File: config.mk
export PLATFORM = sky130hd
export DESIGN_NAME = dda_ctrl
export DESIGN_NICKNAME = d
export VERILOG_FILES = /design/src/hw/rtl/dda_pkg.sv /design/src/hw/rtl/dda_ctrl.sv
export SDC_FILE = /design/constraint.sdc
export NUM_CORES = 1
export LEC_CHECK = 0
export BUFFER_PORTS_ARGS = -buffer_cell sky130_fd_sc_hd__buf_2
export CAP_MARGIN = 30
export CORE_AREA = 4 4 41 43
export CTS_BUF_LIST = sky130_fd_sc_hd__clkbuf_16
export CTS_CLUSTER_DIAMETER = 200
export DETAILED_ROUTE_END_ITERATION = 10
export DIE_AREA = 0 0 45 47
export PLACE_DENSITY = 0.55
export SYNTH_ARGS = -nofsm -noshare
export SYNTH_HDL_FRONTEND = slang
export SYNTH_SLANG_ARGS = --single-unit
File: constraint.sdc
create_clock -name aclk -period 2.9 [get_ports aclk]
set_clock_uncertainty 0.05 [all_clocks]
set_input_delay 0.145 -clock aclk [delete_from_list [all_inputs] [get_ports aclk]]
set_output_delay 0.145 -clock aclk [all_outputs]
set_load 0.01 [all_outputs]
File: src/hw/rtl/dda_pkg.sv
package dda_pkg;

    // result status codes
    localparam logic [1:0] STATUS_WALL = 2'd0;
    localparam logic [1:0] STATUS_LEFT = 2'd1;
    localparam logic [1:0] STATUS_ZERO = 2'd2;

    // input word: tile write or ray cast
    typedef struct packed {
        logic               command;
        logic [5:0]         tile_x;
        logic [5:0]         tile_y;
        logic               wall_flag;
        logic [15:0]        pos_x;
        logic [15:0]        pos_y;
        logic signed [15:0] dir_x;
        logic signed [15:0] dir_y;
        logic               already_hit;
    } dda_in_t;

    // result word
    typedef struct packed {
        logic [5:0] hit_x;
        logic [5:0] hit_y;
        logic       last_side;
        logic       step_x_negative;
        logic       step_y_negative;
        logic [1:0] status;
    } dda_out_t;

    // controller to datapath commands
    typedef struct packed {
        logic       clear;
        logic       load;
        logic       wr_tile;
        logic       init;
        logic       step;
        logic       capture;
        logic [1:0] code;
    } dda_cmd_t;

    // datapath to controller status
    typedef struct packed {
        logic clear_done;
        logic already_hit;
        logic start_out;
        logic zero_dir;
        logic wall_hit;
        logic next_out;
    } dda_sts_t;

endpackage

File: src/hw/rtl/dda_ctrl.sv
module dda_ctrl import dda_pkg::*; (
    input  logic     aclk,
    input  logic     aresetn,
    input  logic     s_valid,
    input  logic     s_command,
    output logic     s_ready,
    output logic     m_valid,
    input  logic     m_ready,
    input  dda_sts_t sts,
    output dda_cmd_t cmd
);

    localparam logic [2:0] S_CLEAR = 3'd0;
    localparam logic [2:0] S_IDLE  = 3'd1;
    localparam logic [2:0] S_INIT  = 3'd2;
    localparam logic [2:0] S_WALK  = 3'd3;
    localparam logic [2:0] S_DONE  = 3'd4;

    logic [2:0] state_reg, state_next;
    logic [1:0] code_reg, code_next;
    logic       out_valid_reg, out_valid_next;
    logic       accept;

    assign s_ready = state_reg == S_IDLE;
    assign accept  = s_valid && s_ready;
    assign m_valid = out_valid_reg;

    // sequencing
    always_comb begin
        state_next = state_reg;
        code_next  = code_reg;
        cmd        = '0;
        cmd.code   = code_reg;
        case (state_reg)
            S_CLEAR: begin
                cmd.clear = 1'b1;
                if (sts.clear_done) begin
                    state_next = S_IDLE;
                end
            end
            S_IDLE: begin
                cmd.load    = accept && s_command;
                cmd.wr_tile = accept && !s_command;
                if (accept && s_command) begin
                    state_next = S_INIT;
                end
            end
            S_INIT: begin
                cmd.init = 1'b1;
                if (sts.already_hit) begin
                    code_next  = STATUS_WALL;
                    state_next = S_DONE;
                end else if (sts.start_out) begin
                    code_next  = STATUS_LEFT;
                    state_next = S_DONE;
                end else if (sts.zero_dir) begin
                    code_next  = STATUS_ZERO;
                    state_next = S_DONE;
                end else begin
                    state_next = S_WALK;
                end
            end
            S_WALK: begin
                if (sts.wall_hit) begin
                    code_next  = STATUS_WALL;
                    state_next = S_DONE;
                end else begin
                    cmd.step = 1'b1;
                    if (sts.next_out) begin
                        code_next  = STATUS_LEFT;
                        state_next = S_DONE;
                    end
                end
            end
            S_DONE: begin
                if (!out_valid_reg || m_ready) begin
                    cmd.capture = 1'b1;
                    state_next  = S_IDLE;
                end
            end
            default: begin
                state_next = S_IDLE;
            end
        endcase
    end

    // output word valid
    always_comb begin
        out_valid_next = out_valid_reg;
        if (cmd.capture) begin
            out_valid_next = 1'b1;
        end else if (m_ready) begin
            out_valid_next = 1'b0;
        end
    end

    always_ff @(posedge aclk) begin
        if (!aresetn) begin
            state_reg     <= S_CLEAR;
            code_reg      <= STATUS_WALL;
            out_valid_reg <= 1'b0;
        end else begin
            state_reg     <= state_next;
            code_reg      <= code_next;
            out_valid_reg <= out_valid_next;
        end
    end

endmodule

-- Word level (Yosys, flattened, before mapping)
Cells that the tools add are included.
- bits in registers: 6
- output and inout port bits: 10
- word-level logic and storage cells: 47
- eq/ne operators: 9
- multiplexer cells: 24
- reductions and logical operators: 11
- operator list (kind ; number):
    $mux W3 ; 8
    $pmux W3 S5 ; 1
    $mux W2 ; 6
    $mux W1 ; 8
    $eq A3 B2 Y1 const B ; 2
    $ne A2 B2 Y1 const B ; 2
    $ne A4 B4 Y1 const B ; 1
    $pmux W2 S2 ; 1
    $reduce_and A4 Y1 ; 1
    $reduce_bool A2 Y1 ; 2
    $eq A3 B1 Y1 const B ; 1
    $eq A3 B3 Y1 const B ; 1
    $logic_and A1 B1 Y1 ; 3
    $logic_not A3 Y1 ; 1
    $ne A3 B3 Y1 const B ; 1
    $reduce_and A3 Y1 ; 1
    $logic_not A1 Y1 ; 2
    $ne A2 B1 Y1 const B ; 1
    $logic_or A1 B1 Y1 ; 1

-- Logic depth before layout (Yosys ltp)
Gate-level depths: netlist of run 1.
- word-level depth: 5
- depth in mapped cells: 5
- gate-level depth less buffers: 4

-- Worst setup path after synthesis of run 1
OpenSTA, ideal clock, no wires.
- path kind: register to register
- start point: register state_reg[0]
- end point: register code_reg[0]
- setup time: 0.122 ns
- arrival time: 1.287 ns
- required time: 2.728 ns
- slack: 1.441 ns
- stages on the path, launching flop included: 6
- clock period less this slack: 1.459 ns
- cells stage by stage: dfxtp_1 -> buf_6 -> or4_4 -> o2111ai_4 -> nand2b_1 -> o311a_1
- cells in the longest elaborated chain, start to end: 3
- elaborated cells between the ends (all ways): 7
- those cells by class: eq/ne: 4; mux: 1; reduce/logical: 2
- RTL lines (item ; line ; RTL):
    from (decl) ; dda_ctrl.sv:19 ; logic [2:0] state_reg, state_next;
    from (signal assigned) ; dda_ctrl.sv:103 ; state_reg <= state_next;
    $eq A3 B2 Y1 ; dda_ctrl.sv:34 ; case (state_reg)
    $ne A4 B4 Y1 (no line) (tied with other cells) ; n/a ;
    $reduce_and A3 Y1 (no line) ; n/a ;
    to (signal assigned) ; dda_ctrl.sv:104 ; code_reg <= code_next;
    to (decl) ; dda_ctrl.sv:20 ; logic [1:0] code_reg, code_next;
Several ways; a longest one is shown, not always the timed one.
A chain may end at the register's enable or synchronous reset.

==> results by group, run 1 <==
Floorplan
  • Placeable core region: 0.00130 mm²
  • Die width: approximately 45 µm
  • I/O pin total: 21
  • Chip height: between 40 and 50 µm
  • Initial cell density of the core: a little under a third
  • Die ar.: 0.00212 mm²
  • Number of rows in the core area: 13

Status
  • Result of the run: completed

Hold path
  • Hold crit path type: input port to flip-flop
  • Worst Hold Depth: 2

Route
  • Antenna-violating nets left: 0
  • Violation count after the first detailed-route iteration: 3
  • Average detailed-routed wire length per instance: 11.7 µm
  • DR vias: just over 400
  • Total routed wirelength: 970 µm
  • Via/cell ratio: 4.95
  • TritonRoute pass-1 iters: 4
  • Remaining routing DRC violations: 0

Cells and area
  • Final Cell Area: 572 µm²
  • Number of nets in the finished design: 81
  • Antenna cell count: 0
  • Layout Area Growth over Synthesis: 39.8%
  • Finished Core Util: between 40% and 50%
  • Fraction of layout instances using a drive strength above 1: a little under two fifths
  • Max reg flops: 3
  • Post-layout instance count excluding filler cells: between 80 and 90

Setup path
  • Critical Path Fanout Max: 9
  • Worst path required time: between 2 and 3 ns
  • Critical Path Sink Type: output port
  • R2R cell count: 4
  • Worst Setup Start Kind: flip-flop
  • Data arrival at the endpoint of the critical path: 1.44 ns
  • Setup Crit Path Kind: flip-flop to output port

Clock network
  • Number of hold buffers added after cts: 0
  • Clock-pin slew on the worst setup and hold paths: 0.03 ns
  • CTS root buffer: sky130_fd_sc_hd__clkbuf_16
  • Post-cts sizing count: 0
  • CTS HTree Levels: 1
  • TritonCTS clock tree: built
  • Clock buffer count from CTS: 3
  • Worst-Skew Late Latency: around 0.23 ns
  • Number of buffers on the longest clock path: 2
  • Number of sinks handled by clock tree synthesis: 6
  • # Post-CTS Setup Buffers: 0

Global routing
  • Global-route wire length before repair: between 1 and 1.5 mm
  • Overflow left after global routing: 0
  • Largest net degree at the start of global routing: 12
  • Initial antenna violation count: 0
  • Total global-route track usage: under 10%
  • Number of global-route vias before repair: 372

Placement
  • Cell Area, Placed: slightly below 500 µm²
  • HPWL after DPL: between 700 and 800 µm
  • Input/output buffers: 20
  • Placer congestion estimate: roughly 0.7
  • Cell count after placement: 80

Synth
  • Avg Synthesized Cell Area: between 8 and 9 µm²
  • Netlist Area Pre-Place: just over 400 µm²
  • Sequential share of the synthesized area: between 20% and 30%
  • Number of standard cells after synthesis: 49
  • Commonest register cell after synthesis: sky130_fd_sc_hd__dfxtp_1
  • Commonest cells post-synth: 6 x sky130_fd_sc_hd__dfxtp_1, 5 x sky130_fd_sc_hd__nor2_1, 4 x sky130_fd_sc_hd__a21oi_1, 4 x sky130_fd_sc_hd__nor2b_1
  • Post-synth EDFFs: 0
  • Dominant cell by count in the synthesized netlist: sky130_fd_sc_hd__dfxtp_1
  • Mapped Nets: 60
  • Async set-reset flop share out of synthesis: 0%
  • Cells taking the most area after synthesis: sky130_fd_sc_hd__dfxtp_1 29%, sky130_fd_sc_hd__o2111ai_4 6.4%, sky130_fd_sc_hd__nor2b_1 6.1%
  • Number of synthesis warnings: 0
  • Fraction of post-synthesis cell area in the top cell type by area: between 20 and 30%
  • Total of flip-flops plus latches after synthesis: 6
  • Largest area contributor in the synthesized netlist: sky130_fd_sc_hd__dfxtp_1
  • Distinct cells, synth: 24

Timing
  • Tcrit/Tclk final: between 50% and 60%
  • Final count of negative-setup-slack endpoints: 0
  • Setup repair after global routing missed its margin: false
  • Max-slew headroom: about three quarters
  • Setup Total Neg Slack: 0 ns
  • Max-slew violation total from the final report: 0
  • Final Critical Period: about 1.6 ns
  • Highest achievable clock rate: 613 MHz
  • Worst-Margin Slew: between 0.3 and 0.4 ns
  • Final hold violation count: 0

Run
  • Total of max-cap violations: 0

Pwr
  • Sequential cell fraction of total power: about a quarter
  • Net Sw Frac: a little under a quarter
  • Leakage: 0.269 nW
  • Clock network fraction of total power: between 50 and 60%
  • Net switching power of the design: about 0.093 mW
  • Fraction of power consumed by combinational cells: between 15 and 20%
  • Total power density per cell area: slightly below 700 mW/mm²
  • Total power: between 0.3 and 0.4 mW
  • IR Drop Worst-Case VDD: about 380 µV
  • Power Internal: ~0.30 mW
[logic make-up after synthesis]
family | count (synthesis) | synth area share, %
and+or+nand+nor | 25 | 36.4
AOI/OAI and AO/OA | 11 | 23.9
buffers and inverters | 7 | 10.4
DFF | 6 | 29.4
[power groups by stage]
stage	combinational, mW	sequential, mW	clock, mW
2_1_floorplan	0.0618	0.0961	0
3_3_place_gp	0.0750	0.105	0
3_5_place_dp	0.0743	0.105	0
4_1_cts	0.0745	0.104	0.224
5_1_grt	0.0818	0.106	0.226
6_report	0.0734	0.105	0.219
[area by class of cell]
class,count,area (µm²)
clock buffers,3,75.1
fillers,147,729
inverters,3,11.3
multi-input cells,36,246
flip-flops and latches,6,120
well taps,15,18.8
repair buffers,20,100
[stage by stage]
stage          hold slack (ns)  worst slack [ns]
2_1_floorplan            0.223              1.44
3_3_place_gp             0.396              1.38
3_5_place_dp             0.392              1.33
4_1_cts                  0.160              1.27
5_1_grt                  0.178              1.20
6_report                 0.158              1.27
[routing by layer]
metal	vias up	routed length (µm)	share of wire, %	global-route usage (%)
met4	0	25	2.6	8.77
met5	-	0	0	0
met2	18	436	45	15.0
li1	215	-	-	-
met1	176	413	43	11.9
met3	2	95	9.8	2.30
[worst max-delay path, cell delays in order, from the launching register on]
cell and delay [ns]:
sky130_fd_sc_hd__dfxtp_1 0.53, sky130_fd_sc_hd__inv_1 0.15, sky130_fd_sc_hd__and3_1 0.23, sky130_fd_sc_hd__and3_1 0.17
sky130_fd_sc_hd__buf_2 0.13
[cell usage in the layout (no fill, tap or decap)]
cell                         n
sky130_fd_sc_hd__nor3b_1     1
sky130_fd_sc_hd__and3_1      3
sky130_fd_sc_hd__nor2_1      5
sky130_fd_sc_hd__nand4bb_2   1
sky130_fd_sc_hd__nor4_1      1
sky130_fd_sc_hd__nand2b_1    1
sky130_fd_sc_hd__a21oi_1     4
sky130_fd_sc_hd__nor3_1      3
sky130_fd_sc_hd__dfxtp_1     6
sky130_fd_sc_hd__o2111ai_4   1
sky130_fd_sc_hd__o311a_1     2
sky130_fd_sc_hd__clkbuf_16   3
sky130_fd_sc_hd__a21boi_0    1
sky130_fd_sc_hd__nor2b_1     4
sky130_fd_sc_hd__buf_2      20
sky130_fd_sc_hd__or4_1       1
sky130_fd_sc_hd__nand2_1     3
sky130_fd_sc_hd__o221ai_1    1
sky130_fd_sc_hd__or4_4       1
sky130_fd_sc_hd__a21boi_1    1
sky130_fd_sc_hd__inv_1       3
sky130_fd_sc_hd__o21bai_1    1
sky130_fd_sc_hd__nand3_1     1
[path summary, 6_finish.rpt]
check,start,to,slack (ns)
setup / recovery,state_reg[1]$_SDFFE_PN0P_,cmd[6],1.27
hold / removal,aresetn,state_reg[0]$_SDFFE_PN0P_,0.16
setup reg to reg,state_reg[0]$_SDFFE_PN0P_,code_reg[1]$_SDFFE_PN0P_,1.34
hold reg to reg,code_reg[1]$_SDFFE_PN0P_,code_reg[1]$_SDFFE_PN0P_,0.40
Power figures use the tool's default switching activity.
==> run 2, diff against run 1 <==
==> constraint.sdc (replaced) <==
create_clock -name aclk -period 1.7 [get_ports aclk]
set_clock_uncertainty 0.05 [all_clocks]
set_input_delay 0.085 -clock aclk [delete_from_list [all_inputs] [get_ports aclk]]
set_output_delay 0.085 -clock aclk [all_outputs]
set_load 0.01 [all_outputs]
==> run 2 against run 1 <==
Effect of this change: utilization grew 0.67 points; count of clock-buffer cells in the layout is the same; routed wire length grew 5.7%; critical endpoint unchanged; sequential share of layout area shrank 0.10 points; sequential power grew 65%; critical path depth is the same; final cell count grew 1.2%; global-route usage grew 2.4 points; design area grew 1.5%; via count grew 3.6%.
==> results by group, run 2 (same netlist as run 1, synthesis figures left out) <==
Status
  • Result of the run: completed

Clock network
  • CTS HTree Levels: 1
  • # Post-CTS Setup Buffers: 0
  • Worst-Skew Late Latency: 0.23 ns
  • Clock-pin slew on the worst setup and hold paths: ~0.030 ns
  • CTS root buffer: sky130_fd_sc_hd__clkbuf_16
  • Clock buffer count from CTS: 3
  • Number of sinks handled by clock tree synthesis: 6
  • Number of hold buffers added after cts: 0
  • Number of buffers on the longest clock path: 2
  • TritonCTS clock tree: built

Cells and area
  • Antenna cell count: 0
  • Max reg flops: 3
  • Filler instances: between 150 and 200
  • Number of nets in the finished design: 82
  • Commonest non-fill, non-tap cells in the layout: 20 x sky130_fd_sc_hd__buf_2, 5 x sky130_fd_sc_hd__nor2_1, 5 x sky130_fd_sc_hd__dfxtp_1
  • Most frequent standard cell in the layout excluding fill and tap cells: sky130_fd_sc_hd__buf_2
  • Fraction of layout instances using a drive strength above 1: between 40% and 50%
  • Layout Area Growth over Synthesis: 41.9%

Global routing
  • Total global-route track usage: about an eighth
  • Global-route wire length before repair: between 1.5 and 2 mm
  • Number of global-route vias before repair: roughly 420
  • Largest net degree at the start of global routing: 10
  • Overflow left after global routing: 0
  • Initial antenna violation count: 0

Setup path
  • Critical Path Sink Type: output port
  • Data arrival at the endpoint of the critical path: approximately 1.4 ns
  • Critical Path Fanout Max: 9
  • Crit path launch: state_reg[1]$_SDFFE_PN0P_
  • Worst-case register-to-register setup slack: 0.25 ns
  • Setup Crit Path Kind: flip-flop to output port
  • Worst R2R End: code_reg[1]$_SDFFE_PN0P_
  • Worst Setup Start Kind: flip-flop
  • R2R cell count: 4
  • End of the critical path: cmd[6]
  • Worst path required time: 1.56 ns
  • Worst R2R Start: state_reg[1]$_SDFFE_PN0P_

Pwr
  • Total power: approximately 0.69 mW
  • Total power density per cell area: between 1000 and 1500 mW/mm²
  • Clock network fraction of total power: 54.7%
  • Net Sw Frac: approximately a quarter
  • Fraction of power consumed by combinational cells: around 20%
  • Leakage: between 0.2 and 0.3 nW
  • Power Internal: ~0.52 mW
  • Net switching power of the design: approximately 0.16 mW
  • IR Drop Worst-Case VDD: between 500 and 600 µV
  • Sequential cell fraction of total power: approximately a quarter

Timing
  • Worst-Margin Slew: around 0.35 ns
  • Setup Total Neg Slack: 0 ns
  • Final hold violation count: 0
  • Final count of negative-setup-slack endpoints: 0
  • Worst hold slack: 0.0899 ns
  • Max-slew violation total from the final report: 0
  • Highest achievable clock rate: ~640 MHz
  • Setup repair after global routing missed its margin: false
  • Max-slew headroom: 76.7%
  • Final Critical Period: 1.57 ns
  • Tcrit/Tclk final: 92.6%

Route
  • Total routed wirelength: approximately 1.0 mm
  • Violation count after the first detailed-route iteration: 1
  • TritonRoute pass-1 iters: 3
  • Remaining routing DRC violations: 0
  • Via/cell ratio: 5.07
  • Antenna-violating nets left: 0
  • Average detailed-routed wire length per instance: approximately 12 µm
  • DR vias: 426

Placement
  • Input/output buffers: 20
  • HPWL after DPL: 825 µm
  • Placer congestion estimate: 0.704

Floorplan
  • Die width: 45 µm
  • Placeable core region: roughly 0.0013 mm²
  • Die ar.: 0.00212 mm²
  • Chip height: around 47 µm
  • I/O pin total: 21
  • Number of rows in the core area: 13
  • Initial cell density of the core: around a third

Run
  • Total of max-cap violations: 0

Hold path
  • Hold crit path type: input port to flip-flop
-- run 2: cell count changes in the layout (fill, tap and decap cells not counted), sizes merged --
cell  previous run  this run
buf             20        21
-- run 2: layout make-up --
cell class	instances	area (µm²)	area share [%]
clock buffers	3	75.1	12.9
flip-flops and latches	6	121	20.9
well taps	15	18.8	3.23
inverters	3	11.3	1.94
repair buffers	21	108	18.5
multi-input cells	36	246	42.5
-- run 2: worst min path at each step --
| stage | start | endpoint | slack (ns) | depth (start not counted) |
|---|---|---|---|---|
| 5_1_grt | aresetn | state_reg[0]$_SDFFE_PN0P_ | 0.11 | 2 |
| 3_3_place_gp | aresetn | code_reg[0]$_SDFFE_PN0P_ | 0.33 | 2 |
| 6_report | aresetn | state_reg[0]$_SDFFE_PN0P_ | 0.09 | 2 |
| 3_5_place_dp | aresetn | state_reg[0]$_SDFFE_PN0P_ | 0.33 | 2 |
| 4_1_cts | aresetn | state_reg[0]$_SDFFE_PN0P_ | 0.09 | 2 |
| 2_1_floorplan | aresetn | state_reg[1]$_SDFFE_PN0P_ | 0.16 | 1 |
-- run 2: metrics by stage --
| step | area [µm²] | instances | worst slack, ns | util (%) |
|---|---|---|---|---|
| 2_1_floorplan | 409 | 49 | 0.241 | - |
| 3_3_place_gp | 504 | 81 | 0.219 | 38.8 |
| 3_5_place_dp | 504 | 81 | 0.140 | 38.8 |
| 4_1_cts | 579 | 84 | 0.121 | 44.5 |
| 5_1_grt | 581 | 84 | 0.0462 | 44.6 |
| 6_report | 581 | 84 | 0.127 | 44.6 |
-- run 2: routing by layer --
metal	routed length, µm	part of all wire, %	global-route usage [%]	vias up
met4	21	2.0	7.02	0
met3	99	9.7	4.98	3
met2	446	44	18.9	17
li1	-	-	-	218
met1	457	45	14.5	188
met5	0	0	0	-
-- run 2: power by group through the flow --
stage                     registers, mW  clock network [mW]  logic [mW]
after floorplan                   0.164                   0       0.105
after global placement            0.175                   0       0.140
after detailed placement          0.174                   0       0.140
after CTS                         0.172               0.388       0.141
after global routing              0.177               0.399       0.155
final                             0.173               0.377       0.138
-- run 2: timing repair --
| item | CTS | global route |
|---|---|---|
| setup endpoints to repair | 0 | 1 |
| hold endpoints to repair | 0 | 0 |
| resized for setup | 0 | 1 |
-- run 2: worst max-delay path: stages (launching register included) --
cell	delay [ns]
sky130_fd_sc_hd__dfxtp_1	0.52
sky130_fd_sc_hd__inv_1	0.15
sky130_fd_sc_hd__and3_1	0.24
sky130_fd_sc_hd__and3_1	0.17
sky130_fd_sc_hd__buf_2	0.13
